$ cat config.mk
export PLATFORM = sky130hd
export DESIGN_NAME = ugnb_divider
export DESIGN_NICKNAME = d
export VERILOG_FILES = /design/src/rtl/core/ugnb_pkg.sv /design/src/rtl/core/ugnb_divider.sv
export SDC_FILE = /design/constraint.sdc
export NUM_CORES = 1
export LEC_CHECK = 0
export BUFFER_PORTS_ARGS = -buffer_cell sky130_fd_sc_hd__clkbuf_2
export CAP_MARGIN = 20
export CORE_ASPECT_RATIO = 0.5
export CORE_UTILIZATION = 55
export DETAILED_ROUTE_END_ITERATION = 16
export GPL_ROUTABILITY_DRIVEN = 0
export PLACE_DENSITY = 0.77
export SLEW_MARGIN = 40
export SYNTH_ARGS = -nofsm -noshare
export SYNTH_HDL_FRONTEND = slang
export SYNTH_SLANG_ARGS = --single-unit
$ cat constraint.sdc
create_clock -name clk -period 3.6 [get_ports clk]
set_input_delay 1.08 -clock clk [delete_from_list [all_inputs] [get_ports clk]]
set_output_delay 1.08 -clock clk [all_outputs]
set_load 0.05 [all_outputs]
$ cat src/rtl/core/ugnb_pkg.sv
// Shared types and constants for the uniform grid neighbor binning block.
`default_nettype none
package ugnb_pkg;

  localparam logic [1:0] ACT_CLEAR = 2'd0;
  localparam logic [1:0] ACT_ADD   = 2'd1;
  localparam logic [1:0] ACT_QUERY = 2'd2;
  localparam logic [1:0] ACT_NONE  = 2'd3;

  localparam logic [2:0] REG_ORIGIN_X = 3'd0;
  localparam logic [2:0] REG_ORIGIN_Z = 3'd1;
  localparam logic [2:0] REG_CELL_SIZE = 3'd2;
  localparam logic [2:0] REG_GRID_COLS = 3'd3;
  localparam logic [2:0] REG_GRID_ROWS = 3'd4;
  localparam logic [2:0] REG_BUCKET_LIMIT = 3'd5;

  typedef enum logic [3:0] {
    ST_IDLE,
    ST_CLEAR,
    ST_DIV,
    ST_ADD_RD,
    ST_ADD_WR,
    ST_Q_CELL,
    ST_Q_FILL,
    ST_Q_RD,
    ST_Q_EMIT,
    ST_Q_END
  } state_t;

  typedef struct packed {
    logic        start;
    logic [16:0] dividend;
  } div_req_t;

  typedef struct packed {
    logic        done;
    logic [16:0] quot;
  } div_rsp_t;

endpackage
`default_nettype wire

$ cat src/rtl/core/ugnb_divider.sv
// Shared restoring divider: one quotient bit per cycle.
`default_nettype none
module ugnb_divider (
  input  wire logic              clk,
  input  wire logic              rst,
  input  wire ugnb_pkg::div_req_t req,
  input  wire logic [15:0]       divisor,
  output ugnb_pkg::div_rsp_t     rsp
);
  logic [16:0] quot;
  logic [16:0] rem;
  logic [4:0]  count;
  logic        busy;
  logic        done;
  logic [17:0] trial;

  assign trial = {rem, quot[16]} - {2'b0, divisor};

  always_ff @(posedge clk) begin
    if (rst) begin
      busy <= 1'b0;
      count <= '0;
      done <= 1'b0;
    end else begin
      done <= 1'b0;
      if (req.start) begin
        busy <= 1'b1;
        count <= 5'd0;
      end else if (busy) begin
        count <= count + 5'd1;
        if (count == 5'd16) begin
          busy <= 1'b0;
          done <= 1'b1;
        end
      end
    end
  end

  always_ff @(posedge clk) begin
    if (req.start) begin
      quot <= req.dividend;
      rem <= '0;
    end else if (busy) begin
      if (!trial[17]) begin
        rem <= trial[16:0];
        quot <= {quot[15:0], 1'b1};
      end else begin
        rem <= {rem[15:0], quot[16]};
        quot <= {quot[15:0], 1'b0};
      end
    end
  end

  assign rsp = {done, quot};
endmodule
`default_nettype wire

=== After elaboration in Yosys (flattened, before gate mapping) ===
Cells that the tools add are included.

* Bitwise logic cells: 1
* Reduce and logical (&&, ||, !) cells: 3
* Eq/ne operators: 1
* Mux-type cells: 8
* Add/sub/neg operators: 2

{| class="wikitable"
|+ Operators by type and width
! kind !! count
|-
| $mux W17 || 3
|-
| $sub A18 B16 Y18 || 1
|-
| $add A5 B1 Y5 const B || 1
|-
| $eq A5 B5 Y1 const B || 1
|-
| $mux W1 || 5
|-
| $reduce_or A3 Y1 || 1
|-
| $reduce_bool A2 Y1 || 1
|-
| $reduce_or A2 Y1 || 1
|-
| $not A1 Y1 || 1
|}

* Bits of input ports: 36
* Flip-flop bits (word level): 41
* Output and inout bits: 18

=== Depth between registers and ports, before layout ===
Gate-level depths: netlist of the first run.

* Depth after elaboration: 4
* Mapped depth: 12
* Mapped depth without buffers: 10

=== Worst setup path before layout of the first run ===
OpenSTA, ideal clock, no wires.

* Path kind: input port to flip-flop
* Start: input divisor[14]
* End: register rem[10]
* Arrival time: 3.280 ns
* Cell stages on the path: 12
* Buffers on the path: 3
* Data required time: 3.509 ns
* Path slack: 0.229 ns
* Cells stage by stage: inv_1 > ha_1 > buf_4 > a21o_1 > a211oi_4 > mux2_2 > a41oi_1 > and2_1 > buf_6 > buf_8 > nand2_1 > a311oi_1

* Word-level cells in the longest chain between the ends: 2

{| class="wikitable"
|+ Ends and longest elaborated chain
! what !! RTL line !! RTL
|-
| from (decl) || ugnb_divider.sv:7 || <nowiki>input wire logic [15:0] divisor,</nowiki>
|-
| $sub A18 B16 Y18 || ugnb_divider.sv:17 || <nowiki>assign trial = {rem, quot[16]} - {2'b0, divisor};</nowiki>
|-
| $mux W17 || ugnb_divider.sv:44 || <nowiki>if (!trial[17]) begin</nowiki>
|-
| to (signal assigned) || ugnb_divider.sv:45 || <nowiki>rem <= trial[16:0];</nowiki>
|-
| to (signal assigned) || ugnb_divider.sv:48 || <nowiki>rem <= {rem[15:0], quot[16]};</nowiki>
|-
| to (decl) || ugnb_divider.sv:11 || <nowiki>logic [16:0] rem;</nowiki>
|}

Every way passes these cells.
A chain may end at the register's enable or synchronous reset.

=== Worst setup path in the final report of the first run ===
* Start: input divisor[14]
* End: register rem[1]

The elaborated chain is that of the path after synthesis.

==> results of run 1 <==
[logic make-up (layout without fill, tap and decap cells)]
group / count (synthesis) / in the layout / share of synthesized area [%]
fa+ha+maj: 19 / 19 / 9.07
compound gates: 67 / 67 / 18.4
xor+xnor: 18 / 18 / 5.83
flops: 41 / 41 / 36.6
mux: 20 / 20 / 8.19
simple gates: 91 / 91 / 15.2
buf+inv: 39 / 91 / 6.71
[how the worst min path moves through the flow]
stage	from	end	slack, ns	cells past startpoint
2_1_floorplan	rem[1]$_SDFFE_PP0P_	rem[1]$_SDFFE_PP0P_	0.46	2
6_report	rem[3]$_SDFFE_PP0P_	rem[4]$_SDFFE_PP0P_	0.51	2
4_1_cts	rem[3]$_SDFFE_PP0P_	rem[4]$_SDFFE_PP0P_	0.52	2
3_3_place_gp	rem[0]$_SDFFE_PP0P_	rem[0]$_SDFFE_PP0P_	0.49	2
5_1_grt	rem[0]$_SDFFE_PP0P_	rem[0]$_SDFFE_PP0P_	0.54	2
3_5_place_dp	rem[0]$_SDFFE_PP0P_	rem[0]$_SDFFE_PP0P_	0.50	2
[metal layers]
layer	vias to the layer above	routed length, um	track usage (%)
met5	-	0	0
met4	0	35	4.35
met2	79	2230	34.9
li1	1154	-	-
met3	4	404	4.44
met1	1039	2930	33.6
[metrics by stage]
step | util [%] | area, um2 | total power (uW) | worst slack, ns | hold WS (ns)
2_1_floorplan | - | 2710 | 915 | 0.229 | 0.459
3_3_place_gp | 66.3 | 3020 | 1010 | 0.209 | 0.489
3_5_place_dp | 66.3 | 3020 | 1020 | 0.147 | 0.504
4_1_cts | 68.7 | 3130 | 1350 | 0.447 | 0.515
5_1_grt | 68.7 | 3130 | 1420 | 0.179 | 0.540
6_report | 68.7 | 3130 | 1350 | 0.450 | 0.511
[critical path, cell delays in order]
cell and delay, ns:
clkbuf_2 0.07, inv_1 0.03, ha_1 0.30, a21o_1 0.23, a211oi_4 0.26, mux2_2 0.37, a41oi_1 0.24, nand2_1 0.26
or3_1 0.41, o311ai_1 0.08
[layout make-up]
cell class / count / area (um2)
Multi-Input combinational cell: 215 / 1530
Fill cell: 369 / 1420
Sequential cell: 41 / 991
Timing Repair Buffer: 59 / 323
Clock buffer: 6 / 93.8
Inverter: 24 / 90.1
Tap cell: 66 / 82.6
Clock inverter: 2 / 16.3
[state kept, by name, indices dropped and copies added, names as in the netlist]
name / cells
rem: 17
count: 5
busy: 1
done: 1
quot: 17
[cells in the final DEF (no fill, tap or decap), drive strengths merged, types with 4 or more instances in the layout]
| master | instances |
|---|---|
| a211oi | 5 |
| a21o | 8 |
| a21oi | 16 |
| a311oi | 9 |
| a31oi | 5 |
| buf | 6 |
| clkbuf | 59 |
| dfxtp | 24 |
| edfxtp | 17 |
| ha | 18 |
| inv | 24 |
| mux2 | 17 |
| nand2 | 36 |
| nand3 | 4 |
| nor2 | 30 |
| o21ai | 5 |
| or3 | 4 |
| xnor2 | 11 |
| xor2 | 7 |
[power groups by stage]
stage | clock network [uW] | logic [uW] | registers [uW]
after floorplan | 0 | 279 | 636
after global placement | 0 | 433 | 573
after detailed placement | 0 | 441 | 576
after CTS | 344 | 443 | 565
after global routing | 364 | 487 | 571
final | 336 | 444 | 566
==> results.txt, run 1 <==
Worst skew pair latency = 0.28 ns
Tightest Pin Transition = 0.595 ns
Cts repair resizes = 0
Die Ht = 51.6 um
Sw Ratio = 34.4%
Synthesized area = 0.00271 mm2
Via total after detailed routing = 2276
First-pass GRT wire length = 9.18 mm
Fmax = 317 MHz
Io pins = 54
Fraction of layout cells with a size suffix above 1 = 25.4%
Antenna Cells = 0
Crit Path Max Fanout = 11
P_leak = 0.00136 uW
Area Overhead vs Synth = 15.7%
NetSw = 463 uW
DRC errors left = 0
CP Capture Type = flip-flop
Min Tclk post-route = 3.15 ns
Synth Warn # = 0
Netlist cell types = 50
Startpoint class of the critical path = input pin
Initial antenna violation count = 0
Count leader, synth = nand2_1
Asr flop ratio synth = 0%
Synth top area share = 18.9%
Largest cells by area after synthesis = edfxtp_1 19%, dfxtp_1 18%, ha_1 8.3%, mux2_2 7.1%, nand2_1 5.0%
Worst r2r path cells = 10
Worst relative slew slack = 60.3%
Final setup TNS = 0 ns
Max Root-Sink Buffers = 2
TritonCTS clock tree = done
Via/cell ratio = 5.51
Post-route ant nets = 0
Average cell area after synthesis = 9.17 um2
Layout net count = 401
Internal power = 882 uW
Run status = complete, no violations
Main flop type after synthesis = dfxtp_1
# H-tree levels = 2
R2r setup slk = 0.90 ns
Flop pwr share = 42.0%
Num CTS Buffers = 5
Max-Cap Viols = 0
Critical Path RT = 3.79 ns
Slew Limit Fails = 0
Vias in the first global route = 1990
R2R Path Start = quot[16]$_DFFE_PP_
Worst EP arrival = 3.34 ns
Clk pwr share = 25.0%
Final Setup Violations = 0
Worst min-delay path class = flip-flop to flip-flop
Yosys reg bits = 41
Crit path to = rem[1]$_SDFFE_PP0P_
Commonest cells in the netlist = 36 x nand2_1, 30 x nor2_1, 24 x dfxtp_1, 24 x inv_1, 18 x ha_1
Core Rows = 17
I/O Buffers = 53
Comb pwr share = 33.0%
Area leader, netlist = edfxtp_1
RSZ-0062 raised after global routing = no
Skew final = 0.00552 ns
P per Cell Area = 430 mW/mm2
Post-synth EDFFs = 17
Hold Buf Count CTS = 0
Starting Density = 59.4%
Cells after Synth = 295
Core area = 0.00455 mm2
Largest net degree at the start of global routing = 25
Peak VDD IR = 203 uV
Final WL = 5.61 mm
Sink Count = 41
Final Hold Fails = 0
Synthesized netlist net count = 350
Post-route insts no fill = 413
Period utilization = 87.5%
First-pass iteration count of the detailed router = 4
DR iter-0 viols = 80
Die Width = 101 um
Clock-pin slew on the worst setup and hold paths = 0.08 ns
Area of the die = 0.00522 mm2
WS Path Type = input pin to flip-flop
Routed len/inst = 13.6 um
DPL Wire Length = 4.51 mm
GRT Total Usage = 22.8%
Dpl cells = 405
Post-CTS Setup Repair Bufs = 0
Root Buffer = clkbuf_8
Terminus of the critical flop-to-flop path = rem[16]$_SDFFE_PP0P_
Global route total overflow = 0
Sequential-to-total area share from yosys stat = 36.6%
Critical path launch point = divisor[14]
Note: power is estimated with default switching activity, not from simulation.
==> run 2: changes to the inputs <==
--- a/config.mk
+++ b/config.mk
@@ -7,10 +7,10 @@
 export LEC_CHECK = 0
 export BUFFER_PORTS_ARGS = -buffer_cell sky130_fd_sc_hd__clkbuf_2
 export CAP_MARGIN = 20
-export CORE_ASPECT_RATIO = 0.5
 export CORE_UTILIZATION = 55
 export DETAILED_ROUTE_END_ITERATION = 16
 export GPL_ROUTABILITY_DRIVEN = 0
+export MAX_ROUTING_LAYER = met4
 export PLACE_DENSITY = 0.77
 export SLEW_MARGIN = 40
 export SYNTH_ARGS = -nofsm -noshare
==> constraint.sdc (replaced) <==
create_clock -name clk -period 3.6 [get_ports clk]
set_input_delay 0.36 -clock clk [delete_from_list [all_inputs] [get_ports clk]]
set_output_delay 0.36 -clock clk [all_outputs]
set_load 0.05 [all_outputs]
==> results.txt, run 2 (same netlist as run 1, synthesis figures left out) <==
Final setup TNS = 0 ns
Worst skew pair latency = 0.29 ns
DPL Wire Length = 4.00 mm
Pre-CTS WS = 0.553 ns
Num CTS Buffers = 5
Core Rows = 25
Final Hold Fails = 0
TritonCTS clock tree = done
I/O Buffers = 53
Crit Path Max Fanout = 15
Worst min-delay path class = input pin to flip-flop
P per Cell Area = 415 mW/mm2
Period utilization = 80.8%
Layout net count = 397
Sw Ratio = 35.2%
Slowest CP cell = and2_1
Critical path's largest stage delay = 0.50 ns
Sink Count = 41
Vias in the first global route = 1929
Final WL = 5.30 mm
Slew Limit Fails = 0
Routed len/inst = 12.9 um
Worst relative slew slack = 49.2%
Flop pwr share = 44.0%
Clock-pin slew on the worst setup and hold paths = 0.08 ns
Post-route ant nets = 0
Peak VDD IR = 235 uV
Largest registers = quot x17, rem x17, count x5
Max Root-Sink Buffers = 2
Worst EP arrival = 3.05 ns
Fin util = 64.9%
CP Capture Type = flip-flop
Root Buffer = clkbuf_8
Dpl cells = 402
Critical Path RT = 3.74 ns
Final Setup Violations = 0
Largest net degree at the start of global routing = 37
Cell Chain, Critical Path = ha_1 > a21o_1 > a211oi_4 > mux2_2 > a41oi_1 > and2_1 > mux2i_1 > a211oi_1
First-pass GRT wire length = 8.77 mm
GRT Total Usage = 22.1%
# fillers = 431
WS Path Type = flip-flop to flip-flop
Fraction of layout cells with a size suffix above 1 = 24.5%
Area of the die = 0.00520 mm2
Clk pwr share = 22.5%
# H-tree levels = 2
Min Tclk post-route = 2.91 ns
Skew final = 0.00325 ns
Die Width = 72.1 um
Via total after detailed routing = 2231
RSZ-0062 raised after global routing = no
Comb pwr share = 33.5%
Die Ht = 72.1 um
P_leak = 0.00133 uW
NetSw = 448 uW
Fmax = 344 MHz
Initial antenna violation count = 0
Global route total overflow = 0
Final worst setup slack = 0.692 ns
Cts repair resizes = 0
Hold Buf Count CTS = 0
Max-Cap Viols = 0
Post-route insts no fill = 410
Startpoint class of the critical path = flip-flop
Post-CTS Setup Repair Bufs = 0
Run status = complete, no violations
DR iter-0 viols = 137
Core area = 0.00472 mm2
Io pins = 54
Starting Density = 57.3%
Internal power = 824 uW
Most common cell after layout, fill and taps aside = clkbuf_2
Antenna Cells = 0
First-pass iteration count of the detailed router = 4
Via/cell ratio = 5.44
Tightest Pin Transition = 0.762 ns
Commonest cells after routing, fill and taps aside = 53 x clkbuf_2, 36 x nand2_1, 30 x nor2_1
DRC errors left = 0
Area Overhead vs Synth = 13.3%
-- run 2: cell count changes in the layout (fill, tap and decap cells not counted), sizes merged --
| cell | before | now |
|---|---|---|
| buf | 6 | 2 |
| clkbuf | 59 | 58 |
| clkinv | 1 | 2 |
-- run 2: worst max-delay path: cells and delay by family, from the launching register on --
kind / cells / cell delay [ns]
and+or+nand+nor: 1 / 0.50
adders and majority gates: 1 / 0.39
muxes: 2 / 0.63
AOI/OAI and AO/OA: 4 / 0.89
DFF: 1 / 0.35
-- run 2: final timing paths --
| check | slack (ns) | endpoint | cells past startpoint | startpoint |
|---|---|---|---|---|
| max | 0.69 | rem[7]$_SDFFE_PP0P_ | 8 | rem[13]$_SDFFE_PP0P_ |
| min reg2reg | 0.51 | rem[2]$_SDFFE_PP0P_ | 2 | rem[1]$_SDFFE_PP0P_ |
| min | 0.25 | busy$_SDFF_PP0_ | 2 | rst |
| max reg2reg | 0.69 | rem[7]$_SDFFE_PP0P_ | 8 | rem[13]$_SDFFE_PP0P_ |
-- run 2: cell type report --
type | count | area [um2] | area share [%]
clock buffers | 5 | 68.8 | 2.25
clock inverters | 3 | 17.5 | 0.572
inverters | 24 | 90.1 | 2.94
multi-input cells | 215 | 1530 | 50.0
flip-flops and latches | 41 | 991 | 32.3
well taps | 67 | 83.8 | 2.74
repair buffers | 55 | 280 | 9.15
-- run 2: metal layers --
| layer | track usage (%) | part of all wire, % | vias to the layer above |
|---|---|---|---|
| met5 | - | 0 | - |
| met4 | 6.97 | 0.60 | 0 |
| met3 | 4.86 | 6.5 | 4 |
| met2 | 31.6 | 44 | 70 |
| met1 | 31.1 | 49 | 1009 |
| li1 | - | - | 1148 |
-- run 2: stage by stage --
step           total power, uW  area [um2]  hold WS, ns
5_1_grt                   1350        3060        0.235
6_report                  1270        3060        0.246
2_1_floorplan              915        2710        0.432
3_3_place_gp               988        2980        0.492
3_5_place_dp               994        2980        0.496
4_1_cts                   1280        3060        0.228
-- run 2: power by group through the flow --
stage | clock network [uW] | logic (uW) | registers [uW]
final | 286 | 425 | 560
after global routing | 312 | 471 | 565
after CTS | 294 | 426 | 560
after detailed placement | 0 | 424 | 570
after global placement | 0 | 419 | 569
after floorplan | 0 | 279 | 636
